### src/hw/rtl/desrch_pkg.sv
package desrch_pkg;

   // result status codes
   localparam logic [1:0] ST_FOUND     = 2'd0;
   localparam logic [1:0] ST_END       = 2'd1;
   localparam logic [1:0] ST_EXHAUSTED = 2'd2;
   localparam logic [1:0] ST_BADLEN    = 2'd3;

   // configuration port
   localparam int CSR_IDX_W  = 4;
   localparam int CSR_DATA_W = 64;
   localparam logic [CSR_IDX_W-1:0] REG_TARGET_NAME = 4'd0;
   localparam logic [CSR_IDX_W-1:0] REG_TARGET_LEN  = 4'd1;

   // field widths
   localparam int LEN_W   = 4;
   localparam int INODE_W = 32;
   localparam int RECLEN_W = 16;

   // record header layout (byte offsets)
   localparam int OFF_RECLEN_LO = 4;
   localparam int OFF_RECLEN_HI = 5;
   localparam int OFF_NAMELEN   = 6;
   localparam int OFF_TYPE      = 7;
   localparam int HDR_BYTES     = 8;

   typedef struct packed {
      logic [1:0]         status;
      logic [INODE_W-1:0] inode;
      logic [7:0]         ftype;
   } rsp_type;

endpackage

### src/hw/rtl/dir_entry_name_search_top.sv
// Directory block name search, one byte per transaction.
// Throughput: one byte per cycle while the skid stage is empty; the per-byte
// record parser is a single combinational pass over the running record state.
// A status is registered in the output register, or in the skid one if stalled.
// Reset (synchronous, active high) clears the parser, target registers and
// the output and skid valid flags; the block is ready in the cycle after.
module dir_entry_name_search_top #(
   parameter int BLOCK_BYTES = 1024,
   parameter int NAME_BYTES  = 8
) (
   input  logic                                clock,
   input  logic                                reset,
   // byte stream
   input  logic                                req_valid,
   output logic                                req_ready,
   input  logic [7:0]                          req_data_byte,
   input  logic                                req_block_last,
   // status
   output logic                                rsp_valid,
   input  logic                                rsp_ready,
   output logic [1:0]                          rsp_status,
   output logic [desrch_pkg::INODE_W-1:0]      rsp_found_inode,
   output logic [7:0]                          rsp_file_type,
   // register writes
   input  logic                                csr_valid,
   output logic                                csr_ready,
   input  logic [desrch_pkg::CSR_IDX_W-1:0]    csr_index,
   input  logic [desrch_pkg::CSR_DATA_W-1:0]   csr_wdata
);

   localparam int POS_W  = $clog2(BLOCK_BYTES + 1);
   localparam int SUM_W  = ((POS_W > desrch_pkg::RECLEN_W) ? POS_W : desrch_pkg::RECLEN_W) + 1;
   localparam int NAME_W = NAME_BYTES * 8;
   localparam int LEN_W  = desrch_pkg::LEN_W;

   // target registers
   logic [NAME_W-1:0] tname_ff;
   logic [LEN_W-1:0]  tlen_ff;

   // parser state
   logic [POS_W-1:0]                   byte_pos_ff, byte_pos_in;
   logic [POS_W-1:0]                   rec_start_ff, rec_start_in;
   logic [desrch_pkg::INODE_W-1:0]     inode_ff, inode_in;
   logic [desrch_pkg::RECLEN_W-1:0]    reclen_ff, reclen_in;
   logic [7:0]                         namelen_ff, namelen_in;
   logic [7:0]                         etype_ff, etype_in;
   logic                               mismatch_ff, mismatch_in;
   logic                               decided_ff, decided_in;

   // output register and skid stage
   logic                  out_valid_ff, out_valid_in;
   desrch_pkg::rsp_type   out_ff, out_in;
   logic                  skid_valid_ff, skid_valid_in;
   desrch_pkg::rsp_type   skid_ff, skid_in;

   // per-byte working signals
   logic                  req_fire;
   logic                  active;
   logic [POS_W-1:0]      off;
   logic [LEN_W-1:0]      tlen_eff;
   logic [LEN_W-1:0]      cmp_cnt;
   logic                  byte_mis;
   logic                  rec_done;
   logic [SUM_W-1:0]      next_start;
   logic                  res_valid;
   desrch_pkg::rsp_type   res;

   assign req_fire  = req_valid && req_ready;
   assign req_ready = !skid_valid_ff;
   assign csr_ready = 1'b1;

   // configuration writes
   always_ff @(posedge clock) begin
      if (reset) begin
         tname_ff <= '0;
         tlen_ff  <= '0;
      end else if (csr_valid && csr_ready) begin
         case (csr_index)
            desrch_pkg::REG_TARGET_NAME: tname_ff <= csr_wdata[NAME_W-1:0];
            desrch_pkg::REG_TARGET_LEN:  tlen_ff  <= csr_wdata[LEN_W-1:0];
            default: ;
         endcase
      end
   end

   // compared length: min(name length, clamped target length)
   always_comb begin
      tlen_eff = (tlen_ff > LEN_W'(NAME_BYTES)) ? LEN_W'(NAME_BYTES) : tlen_ff;
      cmp_cnt  = (namelen_ff < 8'(tlen_eff)) ? namelen_ff[LEN_W-1:0] : tlen_eff;
   end

   assign active = !decided_ff
                && (byte_pos_ff < POS_W'(BLOCK_BYTES))
                && (rec_start_ff < POS_W'(BLOCK_BYTES))
                && (byte_pos_ff >= rec_start_ff);
   assign off = byte_pos_ff - rec_start_ff;

   // name byte compare against the target lane for this offset
   always_comb begin
      byte_mis = 1'b0;
      for (int i = 0; i < NAME_BYTES; i++) begin
         if ((off == POS_W'(desrch_pkg::HDR_BYTES + i)) && (cmp_cnt > LEN_W'(i))
             && (tname_ff[8*i +: 8] != req_data_byte))
            byte_mis = 1'b1;
      end
   end

   assign rec_done   = (off >= POS_W'(desrch_pkg::OFF_TYPE) + POS_W'(cmp_cnt));
   assign next_start = SUM_W'(rec_start_ff) + SUM_W'(reclen_ff);

   // next parser state and result of this byte
   always_comb begin
      byte_pos_in  = byte_pos_ff;
      rec_start_in = rec_start_ff;
      inode_in     = inode_ff;
      reclen_in    = reclen_ff;
      namelen_in   = namelen_ff;
      etype_in     = etype_ff;
      mismatch_in  = mismatch_ff;
      decided_in   = decided_ff;
      res_valid    = 1'b0;
      res          = '0;

      if (req_fire) begin
         if (active) begin
            // header capture
            if (off == POS_W'(0)) begin
               inode_in    = {24'd0, req_data_byte};
               mismatch_in = 1'b0;
            end else if (off < POS_W'(desrch_pkg::OFF_RECLEN_LO)) begin
               inode_in[8*off[1:0] +: 8] = req_data_byte;
            end else if (off == POS_W'(desrch_pkg::OFF_RECLEN_LO)) begin
               reclen_in = {8'd0, req_data_byte};
            end else if (off == POS_W'(desrch_pkg::OFF_RECLEN_HI)) begin
               reclen_in[15:8] = req_data_byte;
            end else if (off == POS_W'(desrch_pkg::OFF_NAMELEN)) begin
               namelen_in = req_data_byte;
            end else if (off == POS_W'(desrch_pkg::OFF_TYPE)) begin
               etype_in = req_data_byte;
            end else begin
               mismatch_in = mismatch_ff | byte_mis;
            end

            // record end: decide or step to the next record
            if (rec_done) begin
               if (!mismatch_in) begin
                  res_valid  = 1'b1;
                  res.status = desrch_pkg::ST_FOUND;
                  res.inode  = inode_ff;
                  res.ftype  = etype_in;
                  decided_in = 1'b1;
               end else if (inode_ff == '0) begin
                  res_valid  = 1'b1;
                  res.status = desrch_pkg::ST_END;
                  decided_in = 1'b1;
               end else if (reclen_ff < desrch_pkg::RECLEN_W'(desrch_pkg::HDR_BYTES)
                                        + desrch_pkg::RECLEN_W'(cmp_cnt)) begin
                  res_valid  = 1'b1;
                  res.status = desrch_pkg::ST_BADLEN;
                  decided_in = 1'b1;
               end else begin
                  rec_start_in = (next_start > SUM_W'(BLOCK_BYTES)) ? POS_W'(BLOCK_BYTES)
                                                                    : next_start[POS_W-1:0];
                  mismatch_in  = 1'b0;
               end
            end
         end

         if (byte_pos_ff < POS_W'(BLOCK_BYTES))
            byte_pos_in = byte_pos_ff + POS_W'(1);

         // end of block: undecided gives exhausted, then restart
         if (req_block_last) begin
            if (!decided_in) begin
               res_valid  = 1'b1;
               res.status = desrch_pkg::ST_EXHAUSTED;
               res.inode  = '0;
               res.ftype  = '0;
            end
            byte_pos_in  = '0;
            rec_start_in = '0;
            inode_in     = '0;
            reclen_in    = '0;
            namelen_in   = '0;
            etype_in     = '0;
            mismatch_in  = 1'b0;
            decided_in   = 1'b0;
         end
      end
   end

   always_ff @(posedge clock) begin
      if (reset) begin
         byte_pos_ff  <= '0;
         rec_start_ff <= '0;
         inode_ff     <= '0;
         reclen_ff    <= '0;
         namelen_ff   <= '0;
         etype_ff     <= '0;
         mismatch_ff  <= 1'b0;
         decided_ff   <= 1'b0;
      end else begin
         byte_pos_ff  <= byte_pos_in;
         rec_start_ff <= rec_start_in;
         inode_ff     <= inode_in;
         reclen_ff    <= reclen_in;
         namelen_ff   <= namelen_in;
         etype_ff     <= etype_in;
         mismatch_ff  <= mismatch_in;
         decided_ff   <= decided_in;
      end
   end

   // output register with skid stage behind it
   always_comb begin
      out_valid_in  = out_valid_ff;
      out_in        = out_ff;
      skid_valid_in = skid_valid_ff;
      skid_in       = skid_ff;
      if (!out_valid_ff || rsp_ready) begin
         if (skid_valid_ff) begin
            out_valid_in  = 1'b1;
            out_in        = skid_ff;
            skid_valid_in = 1'b0;
         end else begin
            out_valid_in = res_valid;
            out_in       = res;
         end
      end else if (res_valid) begin
         skid_valid_in = 1'b1;
         skid_in       = res;
      end
   end

   always_ff @(posedge clock) begin
      if (reset) begin
         out_valid_ff  <= 1'b0;
         skid_valid_ff <= 1'b0;
      end else begin
         out_valid_ff  <= out_valid_in;
         skid_valid_ff <= skid_valid_in;
      end
      out_ff  <= out_in;
      skid_ff <= skid_in;
   end

   assign rsp_valid       = out_valid_ff;
   assign rsp_status      = out_ff.status;
   assign rsp_found_inode = out_ff.inode;
   assign rsp_file_type   = out_ff.ftype;

endmodule

### config.mk
export PLATFORM = sky130hd
export DESIGN_NAME = dir_entry_name_search_top
export DESIGN_NICKNAME = d
export VERILOG_FILES = /design/src/hw/rtl/desrch_pkg.sv /design/src/hw/rtl/dir_entry_name_search_top.sv
export SDC_FILE = /design/constraint.sdc
export NUM_CORES = 1
export LEC_CHECK = 0
export ABC_CLOCK_PERIOD_IN_PS = 9400
export BUFFER_PORTS_ARGS = -buffer_cell sky130_fd_sc_hd__buf_2
export CAP_MARGIN = 10
export CORE_ASPECT_RATIO = 1.1
export CORE_MARGIN = 2
export CORE_UTILIZATION = 40
export CTS_CLUSTER_SIZE = 24
export DETAILED_ROUTE_END_ITERATION = 10
export PLACE_DENSITY = 0.66
export REMOVE_ABC_BUFFERS = 1
export SYNTH_ARGS = -nofsm -noshare
export SYNTH_HDL_FRONTEND = slang
export SYNTH_SLANG_ARGS = --single-unit
### constraint.sdc
create_clock -name clock -period 9.4 [get_ports clock]
set_input_delay 0.47 -clock clock [delete_from_list [all_inputs] [get_ports clock]]
set_output_delay 0.47 -clock clock [all_outputs]
set_load 0.01 [all_outputs]
==> results.md <==
- Post-CTS setup buffer count: 0
- DRC viols: 0
- Worst reg2reg startpoint: tlen_ff[3]
- Main synth FF type: dfxtp_1
- Layout cells sized above 1: 14.9%
- Largest net degree at the start of global routing: 86
- Crit start category: register
- Initial core utilization: 40.5%
- Die area: 31400 um2
- Pleak: 0.00582 uW
- Met2 Use GR: 31.1%
- Clk Latency, worst-skew pair: 0.54 ns
- EDFF count, synth: 84
- Drt via density: 5.40
- CTS Buffer Depth: 3
- Area growth, synth to finish: 14.1%
- CTS tree: done
- Hold/Removal Path Class: in2reg
- Peak Freq: 205 MHz
- Run status: completed
- Syn avg cell area: 9.38 um2
- Pre-antenna DRT Iters: 5
- Period utilization: 51.9%
- Final GP Congestion: 0.885
- R2R setup slack: 4.52 ns
- Total gr overflow: 0
- Final hold vios: 0
- Clk sinks: 242
- Setup crit end kind: register
- Initial detailed-routing violation count: 606
- Fillers: 2888
- VDD IR max: 0.106 mV
- Synth cell types: 79
- Multi-input logic area: 5900 um2
- Clk pin slew, worst setup/hold paths: 0.06 ns
- Total Wirelength: 29.3 mm
- Grt met1 use: 25.1%
- Seq. cell area: 5690 um2
- Setup TNS: 0 ns
- Power Density: 174 nW/um2
- Crit path required time: 9.57 ns
- First-pass GRT wire length: 47.6 mm
- Hold Buf Count CTS: 0
- Ant. Diodes: 0
- Initial antenna violation count: 0
- Layout Cells excl Fill: 1761
- Top post-synthesis cells by count: nand2_1 (193), dfxtp_1 (158), a21oi_1 (114)
- # IOs: 127
- Slew HR: 30.1%
- Share of the yosys chip area belonging to registers: 47.4%
- H-tree levels: 1
- Top cells by area, synth: dfxtp_1 (26%), edfxtp_1 (21%), nand2_1 (6.0%)
- Clock Skews: 0.0109 ns
- RSZ-0062 raised after global routing: no
- Most common cell in the netlist: nand2_1
- Rows: 66
- Yosys warns: 0
- Vias in the first global route: 9152
- Crit path DAT: 5.05 ns
- Die H: 186 um
- Drt wl/cell: 16.6 um
- Total GRT Usage: 18.6%
- CTS Root Cell: clkbuf_16
- Final nets: 1494
- Vias: 9509
- Worst Path Max Fanout: 42
- GRT met3 Usage: 2.93%
- Synth area leader: dfxtp_1
- Synth Register Bits: 242
- Core box area: 29600 um2
- HPWL after DPL: 20.6 mm
- PortBufs: 125
- Final Slew Violations: 0
- Final setup fails: 0
- Post-CTS resize count: 0
- CP Class: reg2reg
- Top Usage Layer GRT: met2
- Placed insts: 1715
- ANT nets after route: 0
- HP Start: csr_wdata[27]
- Fin crit period: 4.88 ns
- Async SR Flop Fraction: 0%
- Syn Std Cell Area: 12000 um2
- Crit path from: tlen_ff[3]
- Yosys top cell area share: 26.4%
- Die X: 169 um
- Max-cap violations: 0
- Syn Inst Count: 1277
- Worst Tran Pin Value: 1.05 ns
- CTS buffer count: 26
==> worst max-delay path: stages, from the launching register on <==
cell and delay [ns]:
dfxtp_1 0.46, inv_1 0.10, nand2_1 0.10, ha_1 0.24, a21o_1 0.22, a211o_1 0.35
o21ai_0 0.28, and2_1 0.26, ha_1 0.27, a21o_1 0.18, a211o_1 0.29, a31oi_1 0.19
maj3_2 0.26, a21o_1 0.18, or2_1 0.20, nand2_1 0.15, a211oi_4 0.26, buf_4 0.50
==> metrics by stage <==
| step | util (%) | worst slack, ns | total power [uW] | area [um2] | hold slack [ns] |
|---|---|---|---|---|---|
| after global placement | 43.5 | 4.71 | 1420 | 12900 | 0.455 |
| after detailed placement | 43.5 | 4.58 | 1420 | 12900 | 0.458 |
| final | 46.2 | 4.52 | 2370 | 13700 | 0.161 |
| after global routing | 46.2 | 4.16 | 2470 | 13700 | 0.153 |
| after CTS | 46.2 | 4.54 | 2390 | 13700 | 0.145 |
| after floorplan | - | 2.51 | 1310 | 11700 | 0.434 |
==> flip-flops by register name, indices dropped and copies added (netlist names) <==
| register | flops |
|---|---|
| decided_ff | 1 |
| tname_ff | 64 |
| namelen_ff | 8 |
| skid_ff | 42 |
| rsp_file_type | 8 |
| rsp_found_inode | 32 |
| byte_pos_ff | 11 |
| inode_ff | 32 |
| rsp_status | 2 |
| rec_start_ff | 11 |
| skid_valid_ff | 1 |
| etype_ff | 8 |
| mismatch_ff | 1 |
| tlen_ff | 4 |
| rsp_valid | 1 |
| reclen_ff | 16 |
==> layout by cell type (no fill, tap or decap), drive strengths merged, types with 7 or more instances in the layout <==
cell / Yosys / routed
mux2: 8 / 8
a22oi: 9 / 9
a21oi: 117 / 117
a211oi: 8 / 8
a21o: 52 / 52
nand4: 26 / 26
and3: 46 / 46
clkinv: 2 / 7
inv: 28 / 29
nor4: 17 / 17
o21ai: 34 / 34
nor2: 88 / 88
nor3: 11 / 11
nor2b: 14 / 14
xor2: 23 / 23
or3: 30 / 30
xnor2: 59 / 59
or4: 8 / 8
nand2b: 8 / 8
dfxtp: 158 / 158
buf: 15 / 136
edfxtp: 84 / 84
nand3: 26 / 26
ha: 41 / 41
nand2: 193 / 193
clkbuf: 57 / 39
mux2i: 31 / 31
==> where the power goes <==
| part | total [uW] | switching, uW | internal [uW] |
|---|---|---|---|
| logic | 279 | 181 | 98.0 |
| registers | 1120 | 13.7 | 1110 |
| clock network | 971 | 415 | 557 |
| total | 2370 | 609 | 1760 |
==> final timing paths <==
kind / cells past startpoint / to
max reg2reg: 17 / skid_ff[4]
max: 17 / skid_ff[4]
min: 3 / tname_ff[27]
min reg2reg: 2 / inode_ff[25]
==> layout make-up <==
class	instances	area share [%]
multi-input cells	933	43.1
clock buffers	39	5.28
flip-flops and latches	242	41.6
clock inverters	7	0.531
inverters	30	0.824
repair buffers	136	5.20
well taps	374	3.42
==> layer usage <==
layer,part of all wire [%],wire (um)
met5,0,0
met4,2.1,614
met1,46,13400
met3,5.7,1670
met2,47,13600
==> cell families (layout without fill, tap and decap cells) <==
group / Yosys count / count (layout) / synth area share (%)
AO/OA/AOI/OAI: 282 / 282 / 15.5
XOR/XNOR: 82 / 82 / 5.99
adder cells (fa/ha/maj): 44 / 44 / 4.71
buffers and inverters: 102 / 212 / 3.54
flip-flops: 242 / 242 / 47.4
multiplexers: 39 / 39 / 3.34
other: 1 / 1 / 0.0313
AND/OR/NAND/NOR: 485 / 485 / 19.4
Power figures use the tool's default switching activity.
